`src/rtl/pwc_pkg.sv`:
```
`timescale 1ns / 1ps
`default_nettype none
package pwc_pkg;
    localparam int MAX_IN_VERTS = 3;
    localparam int BUF_VERTS = MAX_IN_VERTS + 4;
    localparam int IDX_W = $clog2(BUF_VERTS);
    localparam int CNT_W = $clog2(BUF_VERTS + 1);
    localparam int ADDR_W = $clog2(2 * BUF_VERTS);
    localparam int VTX_W = 96;

    localparam logic [2:0] REG_CLIP_ENABLE = 3'd0;
    localparam logic [2:0] REG_MIN_X = 3'd1;
    localparam logic [2:0] REG_MAX_X = 3'd2;
    localparam logic [2:0] REG_MIN_Y = 3'd3;
    localparam logic [2:0] REG_MAX_Y = 3'd4;

    typedef enum logic [3:0] {
        ST_LOAD,
        ST_RD_A,
        ST_RD_B,
        ST_TEST,
        ST_DIV,
        ST_MUL,
        ST_WR_CROSS,
        ST_WR_B,
        ST_NEXT,
        ST_EMIT_RD,
        ST_EMIT,
        ST_EMPTY
    } state_t;

    typedef struct packed {
        logic start;
        logic [31:0] num;
        logic [31:0] den;
    } div_req_t;
endpackage
`default_nettype wire

```
`src/rtl/pwc_vram.sv`:
```
`timescale 1ns / 1ps
`default_nettype none
module pwc_vram
    import pwc_pkg::*;
(
    input  wire logic              clk,
    input  wire logic              we,
    input  wire logic [ADDR_W-1:0] waddr,
    input  wire logic [VTX_W-1:0]  wdata,
    input  wire logic [ADDR_W-1:0] raddr,
    output logic      [VTX_W-1:0]  rdata
);
    logic [VTX_W-1:0] mem [2*BUF_VERTS];

    always_ff @(posedge clk)
    begin
        if (we)
        begin
            mem[waddr] <= wdata;
        end
        rdata <= mem[raddr];
    end
endmodule
`default_nettype wire

```
`config.mk`:
```
export PLATFORM = sky130hd
export DESIGN_NAME = pwc_vram
export DESIGN_NICKNAME = d
export VERILOG_FILES = /design/src/rtl/pwc_pkg.sv /design/src/rtl/pwc_vram.sv
export SDC_FILE = /design/constraint.sdc
export NUM_CORES = 1
export LEC_CHECK = 0
export BUFFER_PORTS_ARGS = -buffer_cell sky130_fd_sc_hd__buf_4
export CORE_MARGIN = 1
export CORE_UTILIZATION = 25
export DETAILED_ROUTE_END_ITERATION = 6
export SLEW_MARGIN = 20
export SYNTH_ARGS = -nofsm -noshare
export SYNTH_HDL_FRONTEND = slang
export SYNTH_SLANG_ARGS = --single-unit
```
`constraint.sdc`:
```
create_clock -name clk -period 14.85 [get_ports clk]
set_input_delay 1.485 -clock clk [delete_from_list [all_inputs] [get_ports clk]]
set_output_delay 1.485 -clock clk [all_outputs]
set_load 0.05 [all_outputs]
```
==> impl_results.md <==
- Syn nets: 2360
- Worst-Margin Slew: approximately 1100 ps
- IO buf count: between 200 and 250
- Final setup fails: 0
- RSZ-0062 raised after global routing: false
- Clock Latency Late Sink: 790 ps
- Post-synth EDFFs: ~1300
- DRC errors left: 0
- Initial antenna violation count: 17
- Total number of vias: roughly 24000
- Yosys top cell area share: about three quarters
- Fin. max-slew vios: 0
- Setup crit end kind: flip-flop
- Pwr dens: roughly 140 nW/um^2
- Iteration-0 DRC Markers: 1975
- Initial Util: about 25%
- Placement Setup Slack: about 9000 ps
- Critical-path top delay cell: buf_4
- Worst Clk Skew: a little under 50 ps
- Antenna-violating nets left: 0
- Final Core Density: about 30%
- CTS Sinks: 1440
- Most frequent cells in the layout: edfxtp_1 (1344), mux4_2 (288), buf_4 (225)
- Die area: around 210000 sq um
- Final hold violations: 0
- TritonCTS clock tree: built
- Synth Flop Type: edfxtp_1
- Worst-path clk slew: around 60 ps
- Post_cts resized: 0
- Height of the die: about 460 um
- Core box area: 209600 sq um
- Ys Warns: 0
- Count of cell types in the netlist: 20
- Seq cells post-synth: 1440
- Leakage: 19.71 nW
- Yosys top cell by area: edfxtp_1
- Root buffer cell: clkbuf_16
- Hold buffers post-CTS: 0
- Post-route setup slack: between 10000 and 15000 ps
- Synth top area cells: edfxtp_1 (77%), mux4_2 (12%), dfxtp_1 (3.6%), mux2_2 (2.1%), mux2i_1 (1.8%)
- CP Launch Type: primary input
- Required time of the critical path: 15500 ps
- CP max stage delay: roughly 830 ps
- DIE WIDTH: 461.1 um
- Tmin final: roughly 4800 ps
- Area grow syn2layout: 18.99%
- Largest net degree at the start of global routing: a little under 100
- Commonest non-fill, non-tap cell in the layout: edfxtp_1
- Drt pass-1 iters: 5
- Synth Cell Area: about 53000 sq um
- Total power: around 9 mW
- Crit Path Class: primary input to flip-flop
- Status: completed
- Fin crit share: between 30% and 40%
- CP top delay family: buffers and inverters
- Most Frequent Cell on Critical Path: buf_4
- Total grt overflow: 0
- Maxcap violations: 0
- Max IR drop VDD: between 0.0001 and 0.00015 V
- H-Tree Depth: 4
- Nets: 2634
- Worst Path Max Fanout: 78
- Critical path cell sequence: buf_8 > buf_4 > buf_4 > buf_4 > mux4_2 > mux2i_1 > a21oi_1
- Gpl congestion: about 0.66
- Ratio of cells with drive above 1 in the final layout: roughly a third
- Vias in the first global route: about 25000
- Setup tns final: 0 ps
- Num CTS Buffers: between 150 and 200
- Async set-reset flop share out of synthesis: 0%
- GRT Overall Usage: between 10% and 20%
- Buffers & Inverters on Critical Path: 4
- HP Class: flip-flop to flip-flop
- Critical path arrival: between 5000 and 6000 ps
- Fin Hold WS: 630.8 ps
- Slew headroom: around 29%
- Wire per inst: ~24 um
- Fillcell total: roughly 20000
- Total Wirelength: ~130000 um
- First-pass GRT wire length: around 180000 um
- Sequential cell area fraction in the yosys report: roughly 80%
- Syn Area/Cell: 23.38 sq um
- Post-CTS Setup Bufs: 0
- CTS Buffer Depth: 3
- Rows: around 170
- F_max: around 210 MHz
- HPWL Detailed: between 50000 and 60000 um
- Drt via density: about 4.4
- # IOs: 202
- Gate Count Post-Synth: 2254
==> cell families (layout without fill, tap and decap cells) <==
kind of cell	count (synthesis)	in the layout	synth area share, %
AO/OA/AOI/OAI	192	192	2.051
buffers and inverters	119	524	1.315
flip-flops	1440	1440	80.23
multiplexers	480	480	16.18
other	0	3	0
AND/OR/NAND/NOR	23	23	0.2184
==> flip-flops by register name, summed over array words and instances, names as in the netlist <==
| name | flops |
|---|---|
| mem | 1344 |
| rdata | 96 |
==> cell usage after synthesis, types with 3 or more instances <==
| cell | n |
|---|---|
| mux2i_1 | 96 |
| nor2_1 | 10 |
| clkbuf_1 | 35 |
| mux2_2 | 96 |
| o22ai_1 | 96 |
| a21oi_1 | 96 |
| mux4_2 | 288 |
| nand2b_1 | 3 |
| buf_6 | 20 |
| buf_2 | 50 |
| buf_1 | 5 |
| dfxtp_1 | 96 |
| nor3_1 | 4 |
| buf_4 | 9 |
| edfxtp_1 | 1344 |
==> layer usage <==
| metal | global-route usage [%] | vias up | part of all wire [%] |
|---|---|---|---|
| li1 | - | 10111 | - |
| met2 | 20.34 | 636 | 50 |
| met3 | 2.483 | 193 | 5.2 |
| met1 | 15.54 | 12944 | 42 |
| met5 | 0 | - | 0.058 |
| met4 | 3.631 | 12 | 2.4 |
==> area by class of cell <==
type | instances | area [sq um] | area share, %
multi-input cells | 695 | 9829 | 15.68
flip-flops and latches | 1440 | 42280 | 67.43
clock inverters | 73 | 939.7 | 1.499
well taps | 2805 | 3510 | 5.597
clock buffers | 211 | 4177 | 6.661
repair buffers | 240 | 1962 | 3.129
diodes | 3 | 7.507 | 0.01197
==> worst register-to-register path, cell delays in order (launching register included) <==
cell	delay [ps]
edfxtp_1	360
mux4_2	490
o22ai_1	190
a21oi_1	130
==> per-stage QoR <==
| stage | cell area, sq um | std cells |
|---|---|---|
| detailed placement | 57580 | 5180 |
| finish | 62710 | 5467 |
| global route | 62700 | 5466 |
| floorplan | 52700 | 2254 |
| CTS | 62690 | 5464 |
| global placement | 57580 | 5180 |
==> worst paths after layout <==
kind | start | end | slack, ps | cells after the start
setup / recovery | raddr[0] | rdata[66]$_DFF_P_ | 10060 | 7
hold / removal | mem[13][88]$_DFFE_PP_ | rdata[88]$_DFF_P_ | 630 | 3
setup reg to reg | mem[11][30]$_DFFE_PP_ | rdata[30]$_DFF_P_ | 13490 | 3
hold reg to reg | mem[13][88]$_DFFE_PP_ | rdata[88]$_DFF_P_ | 630 | 3
==> power by group <==
group          internal [mW]  switching (mW)  leakage, nW
Sequential              4.54          0.0336         13.0
Combinational          0.189           0.336         4.28
Clock                   2.23            1.62         2.47
No activity file was read; power rests on OpenSTA's default activity.
