File: src/rtl/pwc_pkg.sv
`timescale 1ns / 1ps
`default_nettype none
package pwc_pkg;
    localparam int MAX_IN_VERTS = 3;
    localparam int BUF_VERTS = MAX_IN_VERTS + 4;
    localparam int IDX_W = $clog2(BUF_VERTS);
    localparam int CNT_W = $clog2(BUF_VERTS + 1);
    localparam int ADDR_W = $clog2(2 * BUF_VERTS);
    localparam int VTX_W = 96;

    localparam logic [2:0] REG_CLIP_ENABLE = 3'd0;
    localparam logic [2:0] REG_MIN_X = 3'd1;
    localparam logic [2:0] REG_MAX_X = 3'd2;
    localparam logic [2:0] REG_MIN_Y = 3'd3;
    localparam logic [2:0] REG_MAX_Y = 3'd4;

    typedef enum logic [3:0] {
        ST_LOAD,
        ST_RD_A,
        ST_RD_B,
        ST_TEST,
        ST_DIV,
        ST_MUL,
        ST_WR_CROSS,
        ST_WR_B,
        ST_NEXT,
        ST_EMIT_RD,
        ST_EMIT,
        ST_EMPTY
    } state_t;

    typedef struct packed {
        logic start;
        logic [31:0] num;
        logic [31:0] den;
    } div_req_t;
endpackage
`default_nettype wire

File: src/rtl/pwc_div.sv
`timescale 1ns / 1ps
`default_nettype none
module pwc_div
    import pwc_pkg::*;
(
    input  wire logic       clk,
    input  wire logic       rst_n,
    input  wire div_req_t   req,
    output logic            done,
    output logic [30:0]     quot
);
    // restoring divide of (num<<30 + den/2) by den, one bit per cycle
    logic [63:0] rem_reg, rem_next;
    logic [32:0] den_reg;
    logic [30:0] q_reg, q_next;
    logic [5:0]  cnt_reg, cnt_next;
    logic        busy_reg, busy_next;
    logic [63:0] trial;
    logic [63:0] dvd;

    always_comb
    begin
        dvd = ({32'd0, req.num} << 30) + {33'd0, req.den[31:1]};
        trial = rem_reg - ({31'd0, den_reg} << cnt_reg[4:0]);
        rem_next = rem_reg;
        q_next = q_reg;
        cnt_next = cnt_reg;
        busy_next = busy_reg;
        if (req.start)
        begin
            rem_next = dvd;
            q_next = '0;
            cnt_next = 6'd30;
            busy_next = 1'b1;
        end
        else if (busy_reg)
        begin
            if (rem_reg >= ({31'd0, den_reg} << cnt_reg[4:0]))
            begin
                rem_next = trial;
                q_next[cnt_reg[4:0]] = 1'b1;
            end
            if (cnt_reg == 6'd0)
            begin
                busy_next = 1'b0;
            end
            else
            begin
                cnt_next = cnt_reg - 6'd1;
            end
        end
    end

    always_ff @(posedge clk or negedge rst_n)
    begin
        if (!rst_n)
        begin
            busy_reg <= 1'b0;
            cnt_reg <= '0;
        end
        else
        begin
            busy_reg <= busy_next;
            cnt_reg <= cnt_next;
        end
    end

    always_ff @(posedge clk)
    begin
        rem_reg <= rem_next;
        q_reg <= q_next;
        if (req.start)
        begin
            den_reg <= {1'b0, req.den};
        end
    end

    assign done = busy_reg && (cnt_reg == 6'd0);
    assign quot = q_next;
endmodule
`default_nettype wire
File: config.mk
export PLATFORM = sky130hd
export DESIGN_NAME = pwc_div
export DESIGN_NICKNAME = d
export VERILOG_FILES = /design/src/rtl/pwc_pkg.sv /design/src/rtl/pwc_div.sv
export SDC_FILE = /design/constraint.sdc
export NUM_CORES = 1
export LEC_CHECK = 0
export ABC_AREA = 1
export ABC_CLOCK_PERIOD_IN_PS = 12200
export BUFFER_PORTS_ARGS = -buffer_cell sky130_fd_sc_hd__buf_4
export CORE_AREA = 2 2 167 169
export CTS_CLUSTER_SIZE = 12
export DETAILED_ROUTE_END_ITERATION = 16
export DIE_AREA = 0 0 169 171
export HOLD_SLACK_MARGIN = 0.02
export PLACE_DENSITY = 0.78
export SKIP_LAST_GASP = 1
export SYNTH_ARGS = -nofsm -noshare
export SYNTH_HDL_FRONTEND = slang
export SYNTH_SLANG_ARGS = --single-unit
File: constraint.sdc
create_clock -name clk -period 12.2 [get_ports clk]
set_input_delay 1.22 -clock clk [delete_from_list [all_inputs] [get_ports clk]]
set_output_delay 1.22 -clock clk [all_outputs]
set_load 0.03 [all_outputs]
==> results of run 1 <==
==> final cells by class <==
cell class              count  area (um^2)
inverters                 362         1360
well taps                 346          433
clock inverters            12          113
flip-flops and latches    134         3680
repair buffers            107          803
multi-input cells        1708         8080
clock buffers              20          489
fillers                  2870        12400
==> stage by stage <==
| step | utilization, % | instance area [um^2] | cells | total power [W] | hold WS, ns |
|---|---|---|---|---|---|
| floorplan | - | 13400 | 2261 | 0.00240 | 0.489 |
| global placement | 52.5 | 14400 | 2657 | 0.00304 | 0.445 |
| detailed placement | 52.5 | 14400 | 2657 | 0.00307 | 0.448 |
| CTS | 54.7 | 15000 | 2689 | 0.00362 | 0.457 |
| global route | 54.7 | 15000 | 2689 | 0.00396 | 0.469 |
| finish | 54.7 | 15000 | 2689 | 0.00368 | 0.455 |
==> kinds of logic (layout without fill, tap and decap cells) <==
family	count (synthesis)	in the layout	synth area share, %
multiplexers	4	4	0.299
adder cells (fa/ha/maj)	70	70	6.61
XOR/XNOR	28	28	1.83
buffers and inverters	419	501	12.1
flip-flops	134	134	27.5
AND/OR/NAND/NOR	1308	1308	40.1
AO/OA/AOI/OAI	298	298	11.6
==> power breakdown <==
| part | switching (W) | internal (W) |
|---|---|---|
| clock network | 0.000225 | 0.000313 |
| logic | 0.00167 | 0.000746 |
| registers | 0.0000607 | 0.000673 |
==> critical path, stage by stage, from the launching register on <==
cell and delay (ns):
dfrtp_1 1.01, inv_1 0.71, nor2_1 0.74, nand2_1 0.12
o21ai_0 0.10, inv_1 0.06, ha_1 0.40, nand2_1 0.09
inv_2 0.07, nand2_1 0.12, nor2_2 0.21, nand2_1 0.11
nor4_2 0.18, nand2_2 0.10, nand2_4 0.27, nand2_1 0.10
a21oi_1 0.21, buf_4 0.20
==> final timing paths <==
check,slack [ns],to,depth (start not counted),startpoint
setup / recovery,5.70,quot[8],17,cnt_reg[3]
hold / removal,0.46,q_reg[28],2,q_reg[28]
setup reg to reg,6.37,rem_reg[38],17,cnt_reg[3]
hold reg to reg,0.46,q_reg[28],2,q_reg[28]
max in group asynchronous,11.49,cnt_reg[0],1,rst_n
min in group asynchronous,0.58,busy_reg,1,rst_n
==> layer usage <==
layer	track usage (%)	vias up	share of wire (%)
met5	0	-	0.030
met4	10.9	2	3.0
met3	6.06	94	9.0
met2	55.7	649	44
met1	46.7	6705	44
li1	-	7245	-
==> cell usage after synthesis (4+ instances only) <==
cell        n
a21oi_1   111
a31oi_1     9
buf_1      14
buf_2      13
clkbuf_1   27
dfrtp_1     7
dfxtp_1    31
edfxtp_1   96
ha_1       69
inv_1     345
inv_2      15
mux2i_1     4
nand2_1   903
nand2_2     7
nand3_1   116
nand3b_1   20
nand4_1    12
nor2_1    191
nor2_2     11
nor3_1     17
nor3_2      4
o21ai_0   132
o21ai_1    25
o21bai_1   11
o22ai_1     4
or2_1       6
or2_2       8
xnor2_1    25
==> flow_summary.toml, run 1 <==
[die]
ios = 99
die_h_um = 171
initial_utilization_pct = 48.9
rows = 61
die_w_um = 169
dieArea_um2 = 28900
core_area_um2 = 27300

[cts]
holdBufCountCts = 0
post_cts_buffers = 0
cts_tree = "built"
clockBufferDepth = 2
cts.repair.resized = 0
numCtsBuffers = 17
cts_root_buf = "clkbuf_16"
clock_latency_ns = 0.44
cts_sinks = 134
clk_pin_slew_ns = 0.06
htree_levels = 4

[sta]
setup_ws_ns = 5.70
finalSetupViolCount = 0
fin_crit_ns = 6.50
hold_violations = 0
skew_ns = 0.0159
worstMarginPinSlew_ns = 1.02
slew_headroom_pct = 32.0
fmax_mhz = 154
fin_crit_sh_pct = 53.3
rsz0062_at_grt = "false"
tns_ns = 0
drv_slew = 0

[cells_and_area]
area_growth_pct = 11.8
final_common_cell = "nand2_1"
final_cell_mix = "902 x nand2_1, 345 x inv_1, 191 x nor2_1, 132 x o21ai_0, 116 x nand3_1"
num_antenna_cells = 0
largest_register_ffs = 64
nets = 2467
drive_gt1_share_pct = 8.19

[place]
port_buffers = 98
routabilityCongestion = 1.05
post-dp-hpwl_um = 39900
place_ws_ns = 6.33

[logic_synthesis]
synth_seq_cells = 134
syn_area_um2 = 13400
syn_avg_cell_area_um2 = 5.91
synth_nets = 2398
yosysTopAreaCellShare_pct = 25.4
synthCells = 2261
synthFlopType = "edfxtp_1"
synth_cell_types = 46
yosys_warnings = 0
async_reset_ff_share_pct = 5.22
synth_edf_count = 96
yosysTopAreaCell = "nand2_1"
ys_seq_area_share_pct = 27.5
synth.area.top_cells = "nand2_1 25%, edfxtp_1 22%, inv_1 9.7%, ha_1 6.5%, nor2_1 5.4%"

[global_routing]
grt_pass1_wl_um = 75200
grt_max_degree = 63
first_global_vias = 13660
gr-total-overflow = 0
antenna_found_initial = 2
grt.total_usage_pct = 34.4

[run_status]
status = "complete, no violations"

[route]
drc = 0
drt-total-wl_um = 49300
drtPass1Iterations = 6
ant_nets = 0
viasPerCell = 5.46
vias = 14695
drt-initial-drc-count = 1562
wl_per_cell_um = 18.3

[power]
p_leak_nw = 7.67
power.density_nw_per_um2 = 246
ir_drop_mv = 0.107

[setup_path]
path_max_fanout = 34
critPathArrivalTime_ns = 5.28
crit_type = "register to output pin"
setup.worst_path.end_class = "output pin"
cp-start-kind = "register"
required_ns = 10.98

[flow_run]
maxCapViolCount = 0

[min_path]
min_path_type = "register to register"
Power figures use the tool's default switching activity.
==> inputs of run 2 (changes only) <==
Settings changed: ABC_CLOCK_PERIOD_IN_PS 12200 to 5400, PLACE_DENSITY 0.78 to 0.81.
Clock period 12.2 ns to 5.4 ns, I/O delays scaled along.
==> run 2 against run 1 <==
  * Sequential cell count is the same
  * Critical path depth is 1 higher
  * Die area unchanged
  * Sequential share of layout area is 0.15 points lower
  * Clock skew shrank 0.0033 ns
  * Non-clock buffer count increased by 3
  * Core utilization is 0.33 points higher
  * Hold slack got worse by 0.19 ns
  * Routed wire length shrank 1.1%
  * Final cell count up 0.15%
  * Final area grew 0.61%
  * Critical endpoint is now quot[30]
  * Highest routed layer is now met4
==> flow_summary.toml, run 2 (synthesized netlist as in run 1, its figures left out) <==
[run_status]
status = "complete, no violations"

[cells_and_area]
area_growth_pct = 12.5
num_antenna_cells = 0
largest_register_ffs = 64
layout.cells.non_filler = 2693
nFillCells = 2775
final_common_cell = "nand2_1"
final_cell_mix = "902 x nand2_1, 344 x inv_1, 191 x nor2_1, 132 x o21ai_0, 116 x nand3_1"
nets = 2471
drive_gt1_share_pct = 8.35

[sta]
fin_crit_ns = 5.10
setup_ws_ns = 0.296
finalSetupViolCount = 0
worstMarginPinSlew_ns = 0.733
drv_slew = 0
fmax_mhz = 196
skew_ns = 0.0125
fin_crit_sh_pct = 94.5
rsz0062_at_grt = "false"
tns_ns = 0
hold_violations = 0
slew_headroom_pct = 50.8

[die]
core_area_um2 = 27300
die_h_um = 171
initial_utilization_pct = 48.9
ios = 99
dieArea_um2 = 28900
rows = 61
die_w_um = 169

[setup_path]
setup.worst_path.end_class = "output pin"
r2r_start = "cnt_reg[1]"
critPathArrivalTime_ns = 4.56
slowest_delay_ns = 0.48
reg2regPathDepth = 18
cpMaxStageDelayCell = "clkinvlp_2"
crit_type = "register to output pin"
r2r_end = "rem_reg[3]"
crit_chain = "clkinvlp_2 > o21ai_0 > o21ai_0 > nand2_1 > nand2_1 > o21ai_0 > ha_1 > nand2_1 > inv_1 > a21oi_1 > nand2_1 > nand2_1 > nand2_1 > a21oi_1 > nand2_8 > nand2_1 > a21oi_1 > buf_4"
cp-start-kind = "register"
crit_top_cell = "nand2_1"
required_ns = 4.86
rrSetupSlack_ns = 0.77
path_max_fanout = 32

[min_path]
min_path_type = "input pin to register"
hp-start = "req[0]"
min_to = "den_reg[0]"
worstHoldPathCells = 1

[route]
drt-initial-drc-count = 1550
drt-total-wl_um = 48700
drc = 0
viasPerCell = 5.47
wl_per_cell_um = 18.1
drtPass1Iterations = 6
vias = 14723
ant_nets = 0

[cts]
clk_pin_slew_ns = 0.06
cts_root_buf = "clkbuf_16"
clockBufferDepth = 2
cts_sinks = 134
clock_latency_ns = 0.45
htree_levels = 4
cts_tree = "built"
numCtsBuffers = 17

[power]
swShare_pct = 52.6
p_leak_nw = 7.70
ir_drop_mv = 0.231
comb_power_share_pct = 65.1
p_int_w = 0.00396
seqPwrFrac_pct = 19.9
p_clk_share_pct = 15.0
power.density_nw_per_um2 = 555
p_sw_w = 0.00440

[global_routing]
gr-total-overflow = 0
grt_max_degree = 101
antenna_found_initial = 0
grt.total_usage_pct = 33.6
first_global_vias = 13647
grt_pass1_wl_um = 73400

[place]
post-place-cells = 2659
place_ws_ns = 0.772
routabilityCongestion = 1.04
post-dp-hpwl_um = 39200
port_buffers = 98

[flow_run]
maxCapViolCount = 0
[run 2: cell types whose count changed in the layout (fill, tap and decap cells not counted), sizes merged]
cell,delta
dlygate4sd3,+1
clkinv,-2
clkbuf,+1
clkinvlp,+2
buf,+2
[run 2: power groups by stage]
| stage | registers [W] | clock network (W) | logic, W |
|---|---|---|---|
| 6_report | 0.00167 | 0.00125 | 0.00544 |
| 3_3_place_gp | 0.00167 | 0 | 0.00516 |
| 2_1_floorplan | 0.00161 | 0 | 0.00381 |
| 3_5_place_dp | 0.00167 | 0 | 0.00523 |
| 5_1_grt | 0.00168 | 0.00129 | 0.00601 |
| 4_1_cts | 0.00166 | 0.00126 | 0.00525 |
[run 2: how the worst max path moves through the flow]
stage	startpoint	end	slack, ns
floorplan	cnt_reg[0]	rem_reg[0]	0.76
global route	cnt_reg[1]	quot[27]	0.03
finish	cnt_reg[1]	quot[30]	0.30
CTS	cnt_reg[0]	quot[19]	0.28
global placement	cnt_reg[0]	quot[9]	0.82
detailed placement	cnt_reg[1]	quot[19]	0.77
[run 2: routing by layer]
layer / global-route usage, % / up-vias / share of wire [%]
met4: 14.8 / 0 / 4.3
li1: - / 7260 / -
met2: 54.9 / 739 / 44
met3: 7.01 / 117 / 10
met5: 0 / - / 0
met1: 43.0 / 6607 / 41
[run 2: per-stage QoR]
stage	hold WS (ns)	power [W]	utilization, %	area, um^2
4_1_cts	0.260	0.00816	55.0	15000
6_report	0.270	0.00835	55.1	15000
3_5_place_dp	0.359	0.00690	52.7	14400
3_3_place_gp	0.357	0.00683	52.7	14400
2_1_floorplan	0.244	0.00543	-	13400
5_1_grt	0.262	0.00899	55.1	15000
[run 2: cell type report]
class                   count  area, um^2  area share (%)
multi-input cells        1708        8090            53.8
flip-flops and latches    134        3680            24.5
inverters                 362        1370            9.07
repair buffers            110         857            5.70
clock buffers              21         514            3.42
well taps                 346         433            2.88
clock inverters            11         105           0.699
repair inverters            1        5.00          0.0333
[run 2: critical path, delay by kind of cell, from the launching register on]
family	cells	cell delay [ns]
DFF	1	0.45
and+or+nand+nor	8	0.92
adders and majority gates	1	0.38
buffers and inverters	3	0.75
AOI/OAI and AO/OA	6	1.60
[run 2: timing repair]
action / 4_1_cts / 5_1_grt
setup buffers: 0 / 0
hold buffers: 1 / 0
setup endpoints to repair: 0 / 31
resized for setup: 0 / 5
hold endpoints to repair: 7 / 0
==> inputs of run 3 (changes only) <==
Settings changed: CORE_AREA 2 2 167 169 to 2 2 215 132, DIE_AREA 0 0 169 171 to 0 0 217 134.
==> run 3 against run 2 <==
  * Clock power about the same
  * Global-route usage increased by 3.1 points
  * Sequential share of layout area decreased by 0.13 points
  * Clock skew decreased by 0.0020 ns
  * Via count increased by 2.9%
  * Sequential power about the same
  * Critical path type unchanged
  * Critical endpoint is now quot[12]
  * Largest cell class unchanged
  * Largest power group unchanged
  * Highest routed layer is now met5
==> flow_summary.toml, run 3 (synthesized netlist as in run 1, its figures left out) <==
[power]
p_leak_nw = 7.72
total_power_w = 0.00874
power.density_nw_per_um2 = 578
ir_drop_mv = 0.312

[route]
vias = 15144
drt-initial-drc-count = 2480
wl_per_cell_um = 19.7
drc = 0
viasPerCell = 5.57
drtPass1Iterations = 6
drt-total-wl_um = 53600
ant_nets = 0

[cells_and_area]
final_common_cell = "nand2_1"
largest_register_ffs = 64
area_growth_pct = 13.1
final_cell_mix = "902 x nand2_1, 344 x inv_1, 191 x nor2_1, 125 x o21ai_0, 116 x nand3_1"
nets = 2476
num_antenna_cells = 0
drive_gt1_share_pct = 8.63

[setup_path]
r2r_start = "cnt_reg[1]"
critPathLaunch = "cnt_reg[1]"
critPathArrivalTime_ns = 4.67
r2r_end = "rem_reg[4]"
path_max_fanout = 41
required_ns = 4.86
cp-start-kind = "register"
reg2regPathDepth = 18
rrSetupSlack_ns = 0.74
setup.worst_path.end_class = "output pin"
crit_type = "register to output pin"

[run_status]
status = "complete, no violations"

[flow_run]
maxCapViolCount = 0

[global_routing]
grtUsageMet2_pct = 46.1
first_global_vias = 13348
antenna_found_initial = 1
grt_busiest_layer = "met1"
grt.total_usage_pct = 36.7
grt_max_degree = 65
grtUsageMet1_pct = 56.1
grt_pass1_wl_um = 79300
met3_usage_pct = 16.8
gr-total-overflow = 0

[cts]
clock_latency_ns = 0.45
clockBufferDepth = 2
htree_levels = 4
cts_sinks = 134
numCtsBuffers = 17
cts_root_buf = "clkbuf_16"
cts_tree = "built"
clk_pin_slew_ns = 0.07

[place]
port_buffers = 98
post-dp-hpwl_um = 43900
routabilityCongestion = 1.08

[sta]
finalSetupViolCount = 0
fmax_mhz = 192
worstMarginPinSlew_ns = 0.858
slew_headroom_pct = 42.7
fin_crit_sh_pct = 96.5
hold_violations = 0
tns_ns = 0
fin_crit_ns = 5.21
skew_ns = 0.0105
drv_slew = 0

[min_path]
hp-start = "req[0]"
worstHoldPathCells = 1
min_path_type = "input pin to register"
min_to = "den_reg[0]"

[die]
core_area_um2 = 27200
initial_utilization_pct = 49.2
die_h_um = 134
die_w_um = 217
ios = 99
dieArea_um2 = 29100
rows = 47
## run 3: cell count changes in the layout (fill, tap and decap cells not counted), sizes merged
cell,change
nand2,+1
bufinv,+1
buf,+4
clkbuf,-4
clkinvlp,+1
inv,+2
## run 3: cell type report
| type | instances | area [um^2] |
|---|---|---|
| Multi-Input combinational cell | 1709 | 8140 |
| Fill cell | 2780 | 12000 |
| Sequential cell | 134 | 3680 |
| Inverter | 362 | 1370 |
| Tap cell | 367 | 459 |
| Timing Repair inverter | 1 | 5.00 |
| Clock inverter | 15 | 169 |
| Timing Repair Buffer | 114 | 878 |
| Clock buffer | 17 | 425 |
## run 3: power breakdown
group          leakage (nW)  total (W)  internal [W]  switching (W)
Clock                 0.290    0.00123      0.000693       0.000534
Combinational          6.12    0.00584       0.00174        0.00409
Sequential             1.31    0.00168       0.00152       0.000157
## run 3: routing by layer
metal / up-vias / wire [um]
met5: - / 100
met4: 2 / 597
met3: 49 / 9010
met2: 940 / 18900
met1: 6880 / 25000
li1: 7273 / -
## run 3: critical path: stages (launching register included)
cell and delay [ns]:
dfrtp_1 0.45, buf_4 0.42, nand3_1 0.16, o21ai_0 0.18, mux2i_1 0.19, o21ai_0 0.45
o21ai_1 0.10, inv_1 0.16, ha_2 0.36, nand2_1 0.15, inv_1 0.08, a21oi_1 0.24
nand2_1 0.13, nand2_1 0.08, nand2_1 0.12, a21oi_4 0.37, nand2_8 0.17, nand2_1 0.11
a21oi_1 0.09, buf_4 0.21
## run 3: worst max path at each step
stage	to	slack (ns)	depth (start not counted)
after floorplan	rem_reg[0]	0.76	24
after global placement	quot[29]	0.66	21
after detailed placement	quot[0]	0.59	21
after CTS	quot[12]	0.11	21
after global routing	quot[4]	-0.02	21
final	quot[12]	0.19	19
## run 3: metrics by stage
stage	hold slack [ns]	setup WS (ns)	cell area, um^2	std cells	utilization (%)
after detailed placement	0.359	0.588	14400	2683	53.1
after global routing	0.259	-0.0201	15100	2719	55.7
after floorplan	0.244	0.756	13400	2261	-
after CTS	0.257	0.111	15000	2716	55.3
final	0.266	0.189	15100	2719	55.7
after global placement	0.355	0.660	14400	2683	53.1
## run 3: timing repair
action,CTS,global route
hold buffers,1,0
buffers inserted,0,1
hold endpoints to repair,7,0
resized for setup,0,21
endpoints found under the setup margin,0,31
